==> src/design/rfpa_pkg.sv <==
// Shared types and constants for the RF power peak/average block.
package rfpa_pkg;

	// Field widths
	localparam int SAMPLE_W   = 12;
	localparam int WLEN_W     = 16;
	localparam int GAIN_W     = 12;
	localparam int OFFS_W     = 12;
	localparam int SUM_W      = 15;
	localparam int WCNT_W     = 3;
	localparam int FPOW_W     = 28;
	localparam int RPOW_W     = 26;
	localparam int Q_W        = 31;
	localparam int PROD_W     = 43;
	localparam int NUM_W      = 44;
	localparam int DEN_W      = 17;
	localparam int RECIP_W    = 28;
	localparam int RCP_IN_W   = 32;
	localparam int RCP_PROD_W = 60;
	localparam int EST_W      = 28;
	localparam int REM_W      = 18;
	localparam int APB_DATA_W = 32;
	localparam int APB_ADDR_W = 4;

	// Register reset values
	localparam logic [WLEN_W-1:0] WLEN_RESET = 16'd2000;
	localparam logic [GAIN_W-1:0] GAIN_RESET = 12'd1000;
	localparam logic [OFFS_W-1:0] OFFS_RESET = 12'd54;

	// Calibration quadratic, scaled by 10000: 117*d*d + 4095*d + 309670
	localparam logic [GAIN_W-1:0] Q_C2 = 12'd117;
	localparam logic [Q_W-1:0]    Q_C0 = 31'd309670;

	// 256/10000 = 16/625 on Q; forward adds gain/1000 -> 2/78125 on Q*gain
	localparam logic [DEN_W-1:0]   DEN_REFL   = 17'd625;
	localparam logic [DEN_W-1:0]   DEN_FWD    = 17'd78125;
	// floor(2^35/625) and floor(2^44/78125), used with a 32-bit right shift
	localparam logic [RECIP_W-1:0] RECIP_REFL = 28'd54975581;
	localparam logic [RECIP_W-1:0] RECIP_FWD  = 28'd225179981;

	// Register map (index = paddr[3:2])
	typedef enum logic [1:0] {
		REG_WINDOW_LENGTH    = 2'd0,
		REG_FORWARD_GAIN     = 2'd1,
		REG_FORWARD_OFFSET   = 2'd2,
		REG_REFLECTED_OFFSET = 2'd3
	} reg_idx_t;

	typedef struct packed {
		logic [WLEN_W-1:0] window_length;
		logic [GAIN_W-1:0] forward_gain;
		logic [OFFS_W-1:0] forward_offset;
		logic [OFFS_W-1:0] reflected_offset;
	} cfg_t;

	typedef enum logic [3:0] {
		ST_IDLE,
		ST_AVG,
		ST_DIFF,
		ST_SQ,
		ST_K,
		ST_Q,
		ST_GAIN,
		ST_RECIP,
		ST_REM,
		ST_STORE,
		ST_OUT
	} state_t;

	// Controller -> datapath
	typedef struct packed {
		logic sample;
		logic avg;
		logic diff;
		logic sq;
		logic k;
		logic q;
		logic gain;
		logic recip;
		logic rem;
		logic store;
		logic out_load;
		logic sel_fwd;
	} cmd_t;

	// Datapath -> controller
	typedef struct packed {
		logic group_end;
		logic out_free;
	} status_t;

endpackage

==> src/design/rfpa_if.sv <==
// Sample and result channel interfaces.
interface rfpa_sample_if import rfpa_pkg::*; ();
	logic                valid;
	logic                ready;
	logic [SAMPLE_W-1:0] forward_sample;
	logic [SAMPLE_W-1:0] reflected_sample;

	modport source (output valid, output forward_sample, output reflected_sample,
		input ready);
	modport sink (input valid, input forward_sample, input reflected_sample,
		output ready);
endinterface

interface rfpa_result_if import rfpa_pkg::*; ();
	logic                valid;
	logic                ready;
	logic [FPOW_W-1:0]   forward_power;
	logic [RPOW_W-1:0]   reflected_power;
	logic [SAMPLE_W-1:0] forward_average;
	logic [SAMPLE_W-1:0] reflected_average;

	modport source (output valid, output forward_power, output reflected_power,
		output forward_average, output reflected_average, input ready);
	modport sink (input valid, input forward_power, input reflected_power,
		input forward_average, input reflected_average, output ready);
endinterface

==> src/design/rf_power_peak_average.sv <==
// Top level of the RF power peak/average detector.
//
//  channel   dir  handshake             payload
//  samples   in   valid/ready           forward_sample, reflected_sample
//  results   out  valid/ready           forward_power, reflected_power, *_average
//  apb       in   psel/penable/pready   paddr[3:2] selects register, pwdata
//
// Peaks, counters and sums update at once on each sample beat.
// At the end of each group of windows the calibration sequence holds samples off
// (plus any wait for the result slot): average, offset, then a reflected pass and
// a forward pass (quadratic, gain, reciprocal divide in three steps), then the
// result load.
// Reset clears counters, peaks, sums and the result valid; registers take defaults.
// A result waiting in the output register does not stop sample beats.
module rf_power_peak_average import rfpa_pkg::*; #(
	parameter int WINDOWS_PER_RESULT = 8
) (
	input  logic                  clk,
	input  logic                  arst_n,
	rfpa_sample_if.sink           samples,
	rfpa_result_if.source         results,
	input  logic                  psel,
	input  logic                  penable,
	input  logic                  pwrite,
	input  logic [APB_ADDR_W-1:0] paddr,
	input  logic [APB_DATA_W-1:0] pwdata,
	output logic [APB_DATA_W-1:0] prdata,
	output logic                  pready
);

	cfg_t    cfg;
	cmd_t    cmd;
	status_t stat;
	logic    in_ready;

	assign samples.ready = in_ready;

	rfpa_cfg u_cfg (
		.clk     (clk),
		.arst_n  (arst_n),
		.psel    (psel),
		.penable (penable),
		.pwrite  (pwrite),
		.paddr   (paddr),
		.pwdata  (pwdata),
		.prdata  (prdata),
		.pready  (pready),
		.cfg     (cfg)
	);

	rfpa_ctrl u_ctrl (
		.clk      (clk),
		.arst_n   (arst_n),
		.in_valid (samples.valid),
		.in_ready (in_ready),
		.stat     (stat),
		.cmd      (cmd)
	);

	rfpa_dp #(
		.WINDOWS_PER_RESULT (WINDOWS_PER_RESULT)
	) u_dp (
		.clk               (clk),
		.arst_n            (arst_n),
		.cfg               (cfg),
		.cmd               (cmd),
		.stat              (stat),
		.forward_sample    (samples.forward_sample),
		.reflected_sample  (samples.reflected_sample),
		.out_valid         (results.valid),
		.out_ready         (results.ready),
		.forward_power     (results.forward_power),
		.reflected_power   (results.reflected_power),
		.forward_average   (results.forward_average),
		.reflected_average (results.reflected_average)
	);

endmodule

==> src/design/rfpa_cfg.sv <==
// APB register file holding window length, forward gain and the two offsets.
module rfpa_cfg import rfpa_pkg::*; (
	input  logic                  clk,
	input  logic                  arst_n,
	input  logic                  psel,
	input  logic                  penable,
	input  logic                  pwrite,
	input  logic [APB_ADDR_W-1:0] paddr,
	input  logic [APB_DATA_W-1:0] pwdata,
	output logic [APB_DATA_W-1:0] prdata,
	output logic                  pready,
	output cfg_t                  cfg
);

	cfg_t     regs_q;
	reg_idx_t idx;
	logic     wr_en;

	assign pready = 1'b1;
	assign idx    = reg_idx_t'(paddr[3:2]);
	assign wr_en  = psel && penable && pwrite && pready;
	assign cfg    = regs_q;

	// Register writes
	always_ff @(posedge clk or negedge arst_n) begin
		if (!arst_n) begin
			regs_q.window_length    <= WLEN_RESET;
			regs_q.forward_gain     <= GAIN_RESET;
			regs_q.forward_offset   <= OFFS_RESET;
			regs_q.reflected_offset <= OFFS_RESET;
		end else if (wr_en) begin
			unique case (idx)
				REG_WINDOW_LENGTH:    regs_q.window_length    <= pwdata[WLEN_W-1:0];
				REG_FORWARD_GAIN:     regs_q.forward_gain     <= pwdata[GAIN_W-1:0];
				REG_FORWARD_OFFSET:   regs_q.forward_offset   <= pwdata[OFFS_W-1:0];
				REG_REFLECTED_OFFSET: regs_q.reflected_offset <= pwdata[OFFS_W-1:0];
				default: ;
			endcase
		end
	end

	// Read mux
	always_comb begin
		unique case (idx)
			REG_WINDOW_LENGTH:    prdata = APB_DATA_W'(regs_q.window_length);
			REG_FORWARD_GAIN:     prdata = APB_DATA_W'(regs_q.forward_gain);
			REG_FORWARD_OFFSET:   prdata = APB_DATA_W'(regs_q.forward_offset);
			REG_REFLECTED_OFFSET: prdata = APB_DATA_W'(regs_q.reflected_offset);
			default:              prdata = '0;
		endcase
	end

endmodule

==> src/design/rfpa_dp.sv <==
// Datapath: peak tracking, window sums, averaging, shared multiplier, reciprocal division.
module rfpa_dp import rfpa_pkg::*; #(
	parameter int WINDOWS_PER_RESULT = 8
) (
	input  logic                clk,
	input  logic                arst_n,
	input  cfg_t                cfg,
	input  cmd_t                cmd,
	output status_t             stat,
	input  logic [SAMPLE_W-1:0] forward_sample,
	input  logic [SAMPLE_W-1:0] reflected_sample,
	output logic                out_valid,
	input  logic                out_ready,
	output logic [FPOW_W-1:0]   forward_power,
	output logic [RPOW_W-1:0]   reflected_power,
	output logic [SAMPLE_W-1:0] forward_average,
	output logic [SAMPLE_W-1:0] reflected_average
);

	// Sum / W as multiply by reciprocal: exact for 15-bit sums and W up to 8
	localparam int AVG_SHIFT  = SUM_W + 3;
	localparam int AVG_MULT_W = AVG_SHIFT + 1;
	localparam int AVG_PROD_W = SUM_W + AVG_MULT_W;
	localparam logic [AVG_MULT_W-1:0] AVG_MULT =
		AVG_MULT_W'(((1 << AVG_SHIFT) + WINDOWS_PER_RESULT - 1) / WINDOWS_PER_RESULT);
	localparam logic [WCNT_W:0] WPR = (WCNT_W+1)'(WINDOWS_PER_RESULT);

	// Sample-side state
	logic [WLEN_W-1:0]   scount_q;
	logic [WCNT_W-1:0]   wcount_q;
	logic [SAMPLE_W-1:0] fpeak_q, rpeak_q;
	logic [SUM_W-1:0]    fsum_q, rsum_q;

	// Calibration state
	logic [SAMPLE_W-1:0] favg_q, ravg_q, df_q, dr_q;
	logic [PROD_W-1:0]   prod_q;
	logic [Q_W-1:0]      q_q;
	logic [NUM_W-1:0]    num_q;
	logic [EST_W-1:0]    est_q;
	logic [REM_W-1:0]    rem_q;
	logic [FPOW_W-1:0]   fpow_q;
	logic [RPOW_W-1:0]   rpow_q;
	logic                out_valid_q;

	logic [SAMPLE_W-1:0]   fpeak_nxt, rpeak_nxt, d_sel;
	logic [WLEN_W-1:0]     cnt_inc;
	logic                  win_end, last_win;
	logic [AVG_PROD_W-1:0] favg_prod, ravg_prod;
	logic [Q_W-1:0]        mul_a;
	logic [GAIN_W-1:0]     mul_b;
	logic [DEN_W-1:0]      den_sel;
	logic [RECIP_W-1:0]    recip_sel;
	logic [NUM_W-1:0]      num_nxt;
	logic [RCP_IN_W-1:0]   rcp_in;
	logic [RCP_PROD_W-1:0] rcp_prod;
	logic [NUM_W-1:0]      back_prod, rem_full;
	logic [EST_W-1:0]      quo;

	// Peak and window counting
	assign fpeak_nxt = (forward_sample > fpeak_q) ? forward_sample : fpeak_q;
	assign rpeak_nxt = (reflected_sample > rpeak_q) ? reflected_sample : rpeak_q;
	assign cnt_inc   = scount_q + 1'b1;
	assign win_end   = (cnt_inc == cfg.window_length);
	assign last_win  = (({1'b0, wcount_q} + 1'b1) >= WPR);

	assign stat.group_end = win_end && last_win;
	assign stat.out_free  = !out_valid_q || out_ready;

	assign favg_prod = AVG_PROD_W'(fsum_q) * AVG_PROD_W'(AVG_MULT);
	assign ravg_prod = AVG_PROD_W'(rsum_q) * AVG_PROD_W'(AVG_MULT);

	// Shared multiplier operand select
	assign d_sel = cmd.sel_fwd ? df_q : dr_q;
	always_comb begin
		mul_a = {{(Q_W-SAMPLE_W){1'b0}}, d_sel};
		mul_b = d_sel;
		if (cmd.k) begin
			mul_a = prod_q[Q_W-1:0];
			mul_b = Q_C2;
		end else if (cmd.gain) begin
			mul_a = q_q;
			mul_b = cfg.forward_gain;
		end
	end

	// Division by a constant: forward 2*P/78125, reflected 16*Q/625.
	// Estimate from the top 32 bits of the dividend times the reciprocal,
	// then back-multiply; the estimate is low by at most one.
	assign den_sel   = cmd.sel_fwd ? DEN_FWD : DEN_REFL;
	assign recip_sel = cmd.sel_fwd ? RECIP_FWD : RECIP_REFL;
	assign num_nxt   = cmd.sel_fwd ? {prod_q, 1'b0} : NUM_W'({q_q, 4'b0});
	assign rcp_in    = cmd.sel_fwd ? prod_q[PROD_W-1 -: RCP_IN_W] : {q_q, 1'b0};
	assign rcp_prod  = RCP_PROD_W'(rcp_in) * RCP_PROD_W'(recip_sel);
	assign back_prod = NUM_W'(est_q) * NUM_W'(den_sel);
	assign rem_full  = num_q - back_prod;
	assign quo       = est_q + EST_W'(rem_q >= REM_W'(den_sel));

	// Control registers of the sample side
	always_ff @(posedge clk or negedge arst_n) begin
		if (!arst_n) begin
			scount_q <= '0;
			wcount_q <= '0;
			fpeak_q  <= '0;
			rpeak_q  <= '0;
			fsum_q   <= '0;
			rsum_q   <= '0;
		end else if (cmd.sample) begin
			fpeak_q  <= fpeak_nxt;
			rpeak_q  <= rpeak_nxt;
			scount_q <= win_end ? '0 : cnt_inc;
			if (win_end) begin
				fsum_q <= fsum_q + SUM_W'(fpeak_nxt);
				rsum_q <= rsum_q + SUM_W'(rpeak_nxt);
				if (!last_win)
					wcount_q <= wcount_q + 1'b1;
			end
		end else if (cmd.diff) begin
			wcount_q <= '0;
			fpeak_q  <= '0;
			rpeak_q  <= '0;
			fsum_q   <= '0;
			rsum_q   <= '0;
		end
	end

	// Averages, offsets, quadratic and division
	always_ff @(posedge clk) begin
		if (cmd.avg) begin
			favg_q <= favg_prod[AVG_SHIFT +: SAMPLE_W];
			ravg_q <= ravg_prod[AVG_SHIFT +: SAMPLE_W];
		end
		if (cmd.diff) begin
			df_q <= (favg_q > cfg.forward_offset) ? favg_q - cfg.forward_offset : '0;
			dr_q <= (ravg_q > cfg.reflected_offset) ? ravg_q - cfg.reflected_offset : '0;
		end
		if (cmd.sq || cmd.k || cmd.gain)
			prod_q <= PROD_W'(mul_a) * PROD_W'(mul_b);
		if (cmd.q)
			q_q <= prod_q[Q_W-1:0]
				+ ({{(Q_W-SAMPLE_W-12){1'b0}}, d_sel, 12'b0} - Q_W'(d_sel))
				+ Q_C0;
		if (cmd.recip) begin
			num_q <= num_nxt;
			est_q <= rcp_prod[RCP_PROD_W-1 -: EST_W];
		end
		if (cmd.rem)
			rem_q <= rem_full[REM_W-1:0];
		if (cmd.store) begin
			if (cmd.sel_fwd)
				fpow_q <= (df_q == '0) ? '0 : quo;
			else
				rpow_q <= quo[RPOW_W-1:0];
		end
		if (cmd.out_load) begin
			forward_power     <= fpow_q;
			reflected_power   <= rpow_q;
			forward_average   <= favg_q;
			reflected_average <= ravg_q;
		end
	end

	// Result register valid
	always_ff @(posedge clk or negedge arst_n) begin
		if (!arst_n)
			out_valid_q <= 1'b0;
		else if (cmd.out_load)
			out_valid_q <= 1'b1;
		else if (out_ready)
			out_valid_q <= 1'b0;
	end

	assign out_valid = out_valid_q;

	// Window counter stays below the group size
	a_wcount_range: assert property (@(posedge clk) disable iff (!arst_n)
		({1'b0, wcount_q} < WPR)) else $error("window count out of range");

	// Quotient estimate is short by at most one divisor
	a_rem_range: assert property (@(posedge clk) disable iff (!arst_n)
		cmd.store |-> (rem_q < {den_sel, 1'b0})) else $error("division remainder out of range");

	// Forward power is zero whenever the forward excess is zero
	a_fwd_zero: assert property (@(posedge clk) disable iff (!arst_n)
		(cmd.store && cmd.sel_fwd && df_q == '0) |=> (fpow_q == '0))
		else $error("forward power not forced to zero");

endmodule

==> src/design/rfpa_ctrl.sv <==
// Controller: sequences sample beats and the per-group calibration steps.
module rfpa_ctrl import rfpa_pkg::*; (
	input  logic    clk,
	input  logic    arst_n,
	input  logic    in_valid,
	output logic    in_ready,
	input  status_t stat,
	output cmd_t    cmd
);

	state_t state_q, state_nxt;
	logic   fwd_q;
	logic   beat;

	assign beat = in_valid && in_ready;

	// Next state
	always_comb begin
		state_nxt = state_q;
		unique case (state_q)
			ST_IDLE:  if (beat && stat.group_end) state_nxt = ST_AVG;
			ST_AVG:   state_nxt = ST_DIFF;
			ST_DIFF:  state_nxt = ST_SQ;
			ST_SQ:    state_nxt = ST_K;
			ST_K:     state_nxt = ST_Q;
			ST_Q:     state_nxt = fwd_q ? ST_GAIN : ST_RECIP;
			ST_GAIN:  state_nxt = ST_RECIP;
			ST_RECIP: state_nxt = ST_REM;
			ST_REM:   state_nxt = ST_STORE;
			ST_STORE: state_nxt = fwd_q ? ST_OUT : ST_SQ;
			ST_OUT:   if (stat.out_free) state_nxt = ST_IDLE;
			default:  state_nxt = ST_IDLE;
		endcase
	end

	// Outputs
	always_comb begin
		cmd          = '0;
		in_ready     = 1'b0;
		cmd.sel_fwd  = fwd_q;
		unique case (state_q)
			ST_IDLE: begin
				in_ready   = 1'b1;
				cmd.sample = beat;
			end
			ST_AVG:   cmd.avg      = 1'b1;
			ST_DIFF:  cmd.diff     = 1'b1;
			ST_SQ:    cmd.sq       = 1'b1;
			ST_K:     cmd.k        = 1'b1;
			ST_Q:     cmd.q        = 1'b1;
			ST_GAIN:  cmd.gain     = 1'b1;
			ST_RECIP: cmd.recip    = 1'b1;
			ST_REM:   cmd.rem      = 1'b1;
			ST_STORE: cmd.store    = 1'b1;
			ST_OUT:   cmd.out_load = stat.out_free;
			default: ;
		endcase
	end

	// State and path select
	always_ff @(posedge clk or negedge arst_n) begin
		if (!arst_n) begin
			state_q <= ST_IDLE;
			fwd_q   <= 1'b0;
		end else begin
			state_q <= state_nxt;
			if (state_q == ST_AVG)
				fwd_q <= 1'b0;
			else if (state_q == ST_STORE)
				fwd_q <= 1'b1;
		end
	end

	// Result register is loaded only into a free slot
	a_out_free: assert property (@(posedge clk) disable iff (!arst_n)
		cmd.out_load |-> stat.out_free) else $error("result overwritten");

	// Gain step only on the forward pass
	a_gain_fwd: assert property (@(posedge clk) disable iff (!arst_n)
		(state_q == ST_GAIN) |-> fwd_q) else $error("gain step on reflected pass");

	// Samples are held off while a group is being calibrated; checked at the offset step
	a_no_beat_busy: assert property (@(posedge clk) disable iff (!arst_n)
		(state_q == ST_AVG) |=> !cmd.sample) else $error("sample taken while busy");

endmodule

==> src/flat_wrapper.sv <==
// flat-port wrapper written by rule: the top's interface ports become plain ports
module rf_power_peak_average_flat import rfpa_pkg::*;
#(
	parameter int WINDOWS_PER_RESULT = 8
)
  (clk, arst_n, psel, penable, pwrite, paddr, pwdata, prdata, pready, samples_valid, samples_forward_sample, samples_reflected_sample, samples_ready, results_valid, results_forward_power, results_reflected_power, results_forward_average, results_reflected_average, results_ready);
  rfpa_sample_if samples_i ();
  rfpa_result_if results_i ();
  input  logic clk;
  input  logic arst_n;
  input  logic psel;
  input  logic penable;
  input  logic pwrite;
  input  logic [APB_ADDR_W-1:0] paddr;
  input  logic [APB_DATA_W-1:0] pwdata;
  output logic [APB_DATA_W-1:0] prdata;
  output logic pready;
  input wire logic [$bits(samples_i.valid)-1:0] samples_valid;
  input wire logic [$bits(samples_i.forward_sample)-1:0] samples_forward_sample;
  input wire logic [$bits(samples_i.reflected_sample)-1:0] samples_reflected_sample;
  output wire logic [$bits(samples_i.ready)-1:0] samples_ready;
  output wire logic [$bits(results_i.valid)-1:0] results_valid;
  output wire logic [$bits(results_i.forward_power)-1:0] results_forward_power;
  output wire logic [$bits(results_i.reflected_power)-1:0] results_reflected_power;
  output wire logic [$bits(results_i.forward_average)-1:0] results_forward_average;
  output wire logic [$bits(results_i.reflected_average)-1:0] results_reflected_average;
  input wire logic [$bits(results_i.ready)-1:0] results_ready;
  assign samples_i.valid = samples_valid;
  assign samples_i.forward_sample = samples_forward_sample;
  assign samples_i.reflected_sample = samples_reflected_sample;
  assign samples_ready = samples_i.ready;
  assign results_valid = results_i.valid;
  assign results_forward_power = results_i.forward_power;
  assign results_reflected_power = results_i.reflected_power;
  assign results_forward_average = results_i.forward_average;
  assign results_reflected_average = results_i.reflected_average;
  assign results_i.ready = results_ready;
  rf_power_peak_average #(.WINDOWS_PER_RESULT(WINDOWS_PER_RESULT)) u_core (.clk(clk), .arst_n(arst_n), .samples(samples_i), .results(results_i), .psel(psel), .penable(penable), .pwrite(pwrite), .paddr(paddr), .pwdata(pwdata), .prdata(prdata), .pready(pready));
endmodule
==> config.mk <==
export PLATFORM = sky130hd
export DESIGN_NAME = rf_power_peak_average_flat
export DESIGN_NICKNAME = d
export VERILOG_FILES = /design/src/design/rfpa_pkg.sv /design/src/design/rfpa_if.sv /design/src/design/rf_power_peak_average.sv /design/src/design/rfpa_cfg.sv /design/src/design/rfpa_dp.sv /design/src/design/rfpa_ctrl.sv /design/src/flat_wrapper.sv
export SDC_FILE = /design/constraint.sdc
export NUM_CORES = 2
export LEC_CHECK = 0
export BUFFER_PORTS_ARGS = -buffer_cell sky130_fd_sc_hd__buf_2
export CAP_MARGIN = 15
export CORE_MARGIN = 1.5
export CORE_UTILIZATION = 30
export DETAILED_ROUTE_END_ITERATION = 10
export PLACE_DENSITY = 0.42
export SYNTH_ARGS = -nofsm -noshare
export SYNTH_HDL_FRONTEND = slang
export SYNTH_SLANG_ARGS = --single-unit
==> constraint.sdc <==
create_clock -name clk -period 10.9 [get_ports clk]
set_clock_uncertainty 0.05 [all_clocks]
set_input_delay 0.545 -clock clk [delete_from_list [all_inputs] [get_ports clk]]
set_output_delay 0.545 -clock clk [all_outputs]
set_load 0.03 [all_outputs]
==> impl_metrics.json <==
{
  "layout_common_cells": "inv_1 (1535), fa_1 (934), ha_1 (665)",
  "cts_resized": 0,
  "synth_edf_count": 317,
  "synth_seq_cells": 448,
  "cp_num_buf_inv": 7,
  "ys_seq_area_share_pct": 21.54,
  "final_common_cell": "inv_1",
  "clockBufferDepth": 3,
  "grt_use_total_pct": 18.63,
  "rsz0062_at_grt": "no",
  "num_vias": 40790,
  "coreArea_sq_mm": 0.1972,
  "outcome": "complete, no violations",
  "place_ws_ps": 1259,
  "clk_latency_ps": 700,
  "grtUsageMet3_pct": 1.613,
  "io_pins": 180,
  "grt_pass1_wl_um": 278900,
  "die_h_um": 448.5,
  "dieArea_sq_mm": 0.2011,
  "yosys_warnings": 0,
  "vias_per_cell": 4.602,
  "worst_slew_pin_slew_ps": 1149,
  "max-slew-margin-rel_pct": 22.87,
  "area_delta_synth_final_pct": 10.35,
  "crit_arrival_ps": 10130,
  "finalSetupViolations": 0,
  "drt-total-wl_um": 184300,
  "grt_max_degree": 70,
  "globalplace.congestion": 0.9311,
  "row_count": 163,
  "drt_iter0_markers": 2408,
  "slew_viol_final": 0,
  "cp_max_fo": 42,
  "grt_pass1_vias": 43500,
  "antenna_left": 0,
  "hold_violations": 0,
  "crit_type": "reg2reg",
  "crit_slowest_cell": "dfrtp_4",
  "synth_largest_area_cell": "fa_1",
  "critPathLaunchType": "flip-flop",
  "io_buffer_count": 144,
  "wl_per_cell_um": 20.79,
  "firstDrtPassIters": 5,
  "cpLargestDelayFamily": "adder cells",
  "crit_path_end_kind": "flip-flop",
  "drive_gt1_share_pct": 7.204,
  "h-tree-depth": 2,
  "root_buffer": "clkbuf_16",
  "critical_path_required_ps": 11360,
  "cp_common_cell": "fa_1",
  "grt.busiest_layer": "met2",
  "cap_violations": 0,
  "place_hpwl_um": 154900,
  "cts_sinks": 448,
  "cts_tree": "done",
  "post_cts_buffers": 0,
  "synthCells": 5992,
  "start_util_pct": 30.19,
  "n_fill_cell": 20480,
  "async_flop_share_pct": 29.24,
  "cts_buffers": 54,
  "grtUsageMet2_pct": 31.87,
  "clk_pin_slew_ps": 60,
  "synth.avg_cell_area_sq_um": 9.935,
  "yosys-top-cells-area": "fa_1 (31%), edfxtp_1 (16%), ha_1 (14%), inv_1 (9.7%), dfrtp_1 (4.7%)",
  "fmax_ghz": 0.1034,
  "grt_util_met1_pct": 25.52,
  "antenna_found_initial": 5,
  "drc": 0,
  "hp-class": "in2reg",
  "fin_ws_ps": 1232,
  "nets": 7841,
  "die_x_um": 448.5,
  "synth_top_area_share_pct": 31.41,
  "syn_area_sq_mm": 0.05953,
  "synth_cell_types": 77,
  "gr-total-overflow": 0,
  "synth_flop_cell": "edfxtp_1",
  "setup_tns_ps": 0,
  "min_period_over_period_pct": 88.70,
  "slowest_delay_ps": 720,
  "min_period_ps": 9668
}
==> cell families after synthesis <==
group                      synth area share, %
DFF                                      21.54
other                                  0.01262
adders and majority gates                45.39
buffers and inverters                    10.81
AOI/OAI and AO/OA                        7.459
and+or+nand+nor                          9.517
muxes                                    1.938
xor gates and xnor gates                 3.340
==> final cells by class <==
| class | count | area, sq um | area share, % |
|---|---|---|---|
| flip-flops and latches | 448 | 12830 | 19.53 |
| clock buffers | 78 | 1545 | 2.352 |
| well taps | 2640 | 3303 | 5.028 |
| inverters | 1538 | 5773 | 8.788 |
| repair buffers | 245 | 1521 | 2.316 |
| multi-input cells | 3888 | 40490 | 61.63 |
| diodes | 5 | 12.51 | 0.01905 |
| clock inverters | 22 | 220.2 | 0.3352 |
==> cells in the mapped netlist, drive strengths merged, types with 12 or more instances <==
cell type and instances:
inv 1535, fa 934, ha 665, nand2 507, edfxtp 317, nor2 238
o21ai 221, a21oi 185, xnor2 162, clkbuf 116, dfrtp 111, and2 103
nand3 103, a21o 74, xor2 65, nor3 61, mux2 58, nor2b 49
nand2b 44, buf 37, and3 36, o21a 35, nand4 29, o31ai 29
mux2i 23, a211oi 22, o21bai 21, dfstp 20, a31oi 15, or3 13
a22o 12, mux4 12
==> worst paths after layout <==
path,start,endpoint,slack [ps],cells after the start
worst max-delay path,u_core.u_ctrl.fwd_q,u_core.u_dp.est_q[27],1230,27
worst min-delay path,samples_forward_sample[1],u_core.u_dp.fpeak_q[1],50,2
worst max register to register,u_core.u_ctrl.fwd_q,u_core.u_dp.est_q[27],1230,27
worst min register to register,u_core.u_dp.rpow_q[13],u_core.u_dp.reflected_power[13],360,0
max in group asynchronous,arst_n,u_core.u_dp.out_valid,9040,3
min in group asynchronous,arst_n,u_core.u_cfg.cfg[50],370,2
==> per-layer routing <==
layer / vias to the layer above / routed length (um)
met3: 168 / 6862
li1: 19120 / -
met2: 785 / 89250
met5: - / 0
met4: 0 / 4176
met1: 20710 / 84000
==> worst register-to-register path: stages (launching register included) <==
cell and delay, ps:
dfrtp_4 720, inv_2 360, nand2_1 340, inv_1 250, nor2_1 450, inv_1 460
fa_1 640, inv_1 60, fa_1 530, inv_1 50, fa_1 500, fa_1 570
fa_1 440, fa_1 500, inv_1 50, fa_1 490, inv_1 50, ha_1 360
a21oi_1 110, o21ai_0 340, a31oi_1 80, o31a_1 190, or4_1 600, nor3_2 300
nor3_2 150, a221oi_4 410, a2111oi_0 170, a311oi_1 300
==> flip-flops by register name, indices dropped and copies added, names as in the netlist, 15 cells and up <==
name / flops
u_core.u_dp.rsum_q: 15
u_core.u_dp.num_q: 17
u_core.u_dp.reflected_power: 26
u_core.u_dp.fpow_q: 28
u_core.u_dp.forward_power: 28
u_core.u_dp.fsum_q: 15
u_core.u_dp.prod_q: 43
u_core.u_dp.scount_q: 16
u_core.u_dp.est_q: 28
u_core.u_dp.q_q: 31
u_core.u_dp.rpow_q: 26
u_core.u_dp.rem_q: 18
u_core.u_cfg.cfg: 52
==> through the flow <==
stage | cell area [sq um] | std cells | hold WS, ps | util [%]
2_1_floorplan | 59660 | 6027 | 199.4 | -
3_3_place_gp | 63770 | 8745 | 353.0 | 32.34
3_5_place_dp | 63770 | 8745 | 355.2 | 32.34
4_1_cts | 65670 | 8858 | 0.02337 | 33.30
5_1_grt | 65680 | 8862 | 38.42 | 33.31
6_report | 65690 | 8864 | 50.71 | 33.31
==> timing repair <==
action | in CTS | in global routing
hold buffers | 13 | 0
hold endpoints to repair | 61 | 0
endpoints found under the setup margin | 0 | 0
Power is left out: the tool's default activity adds up to more than one toggle a clock period on the data nets, which glitch-free logic cannot reach.
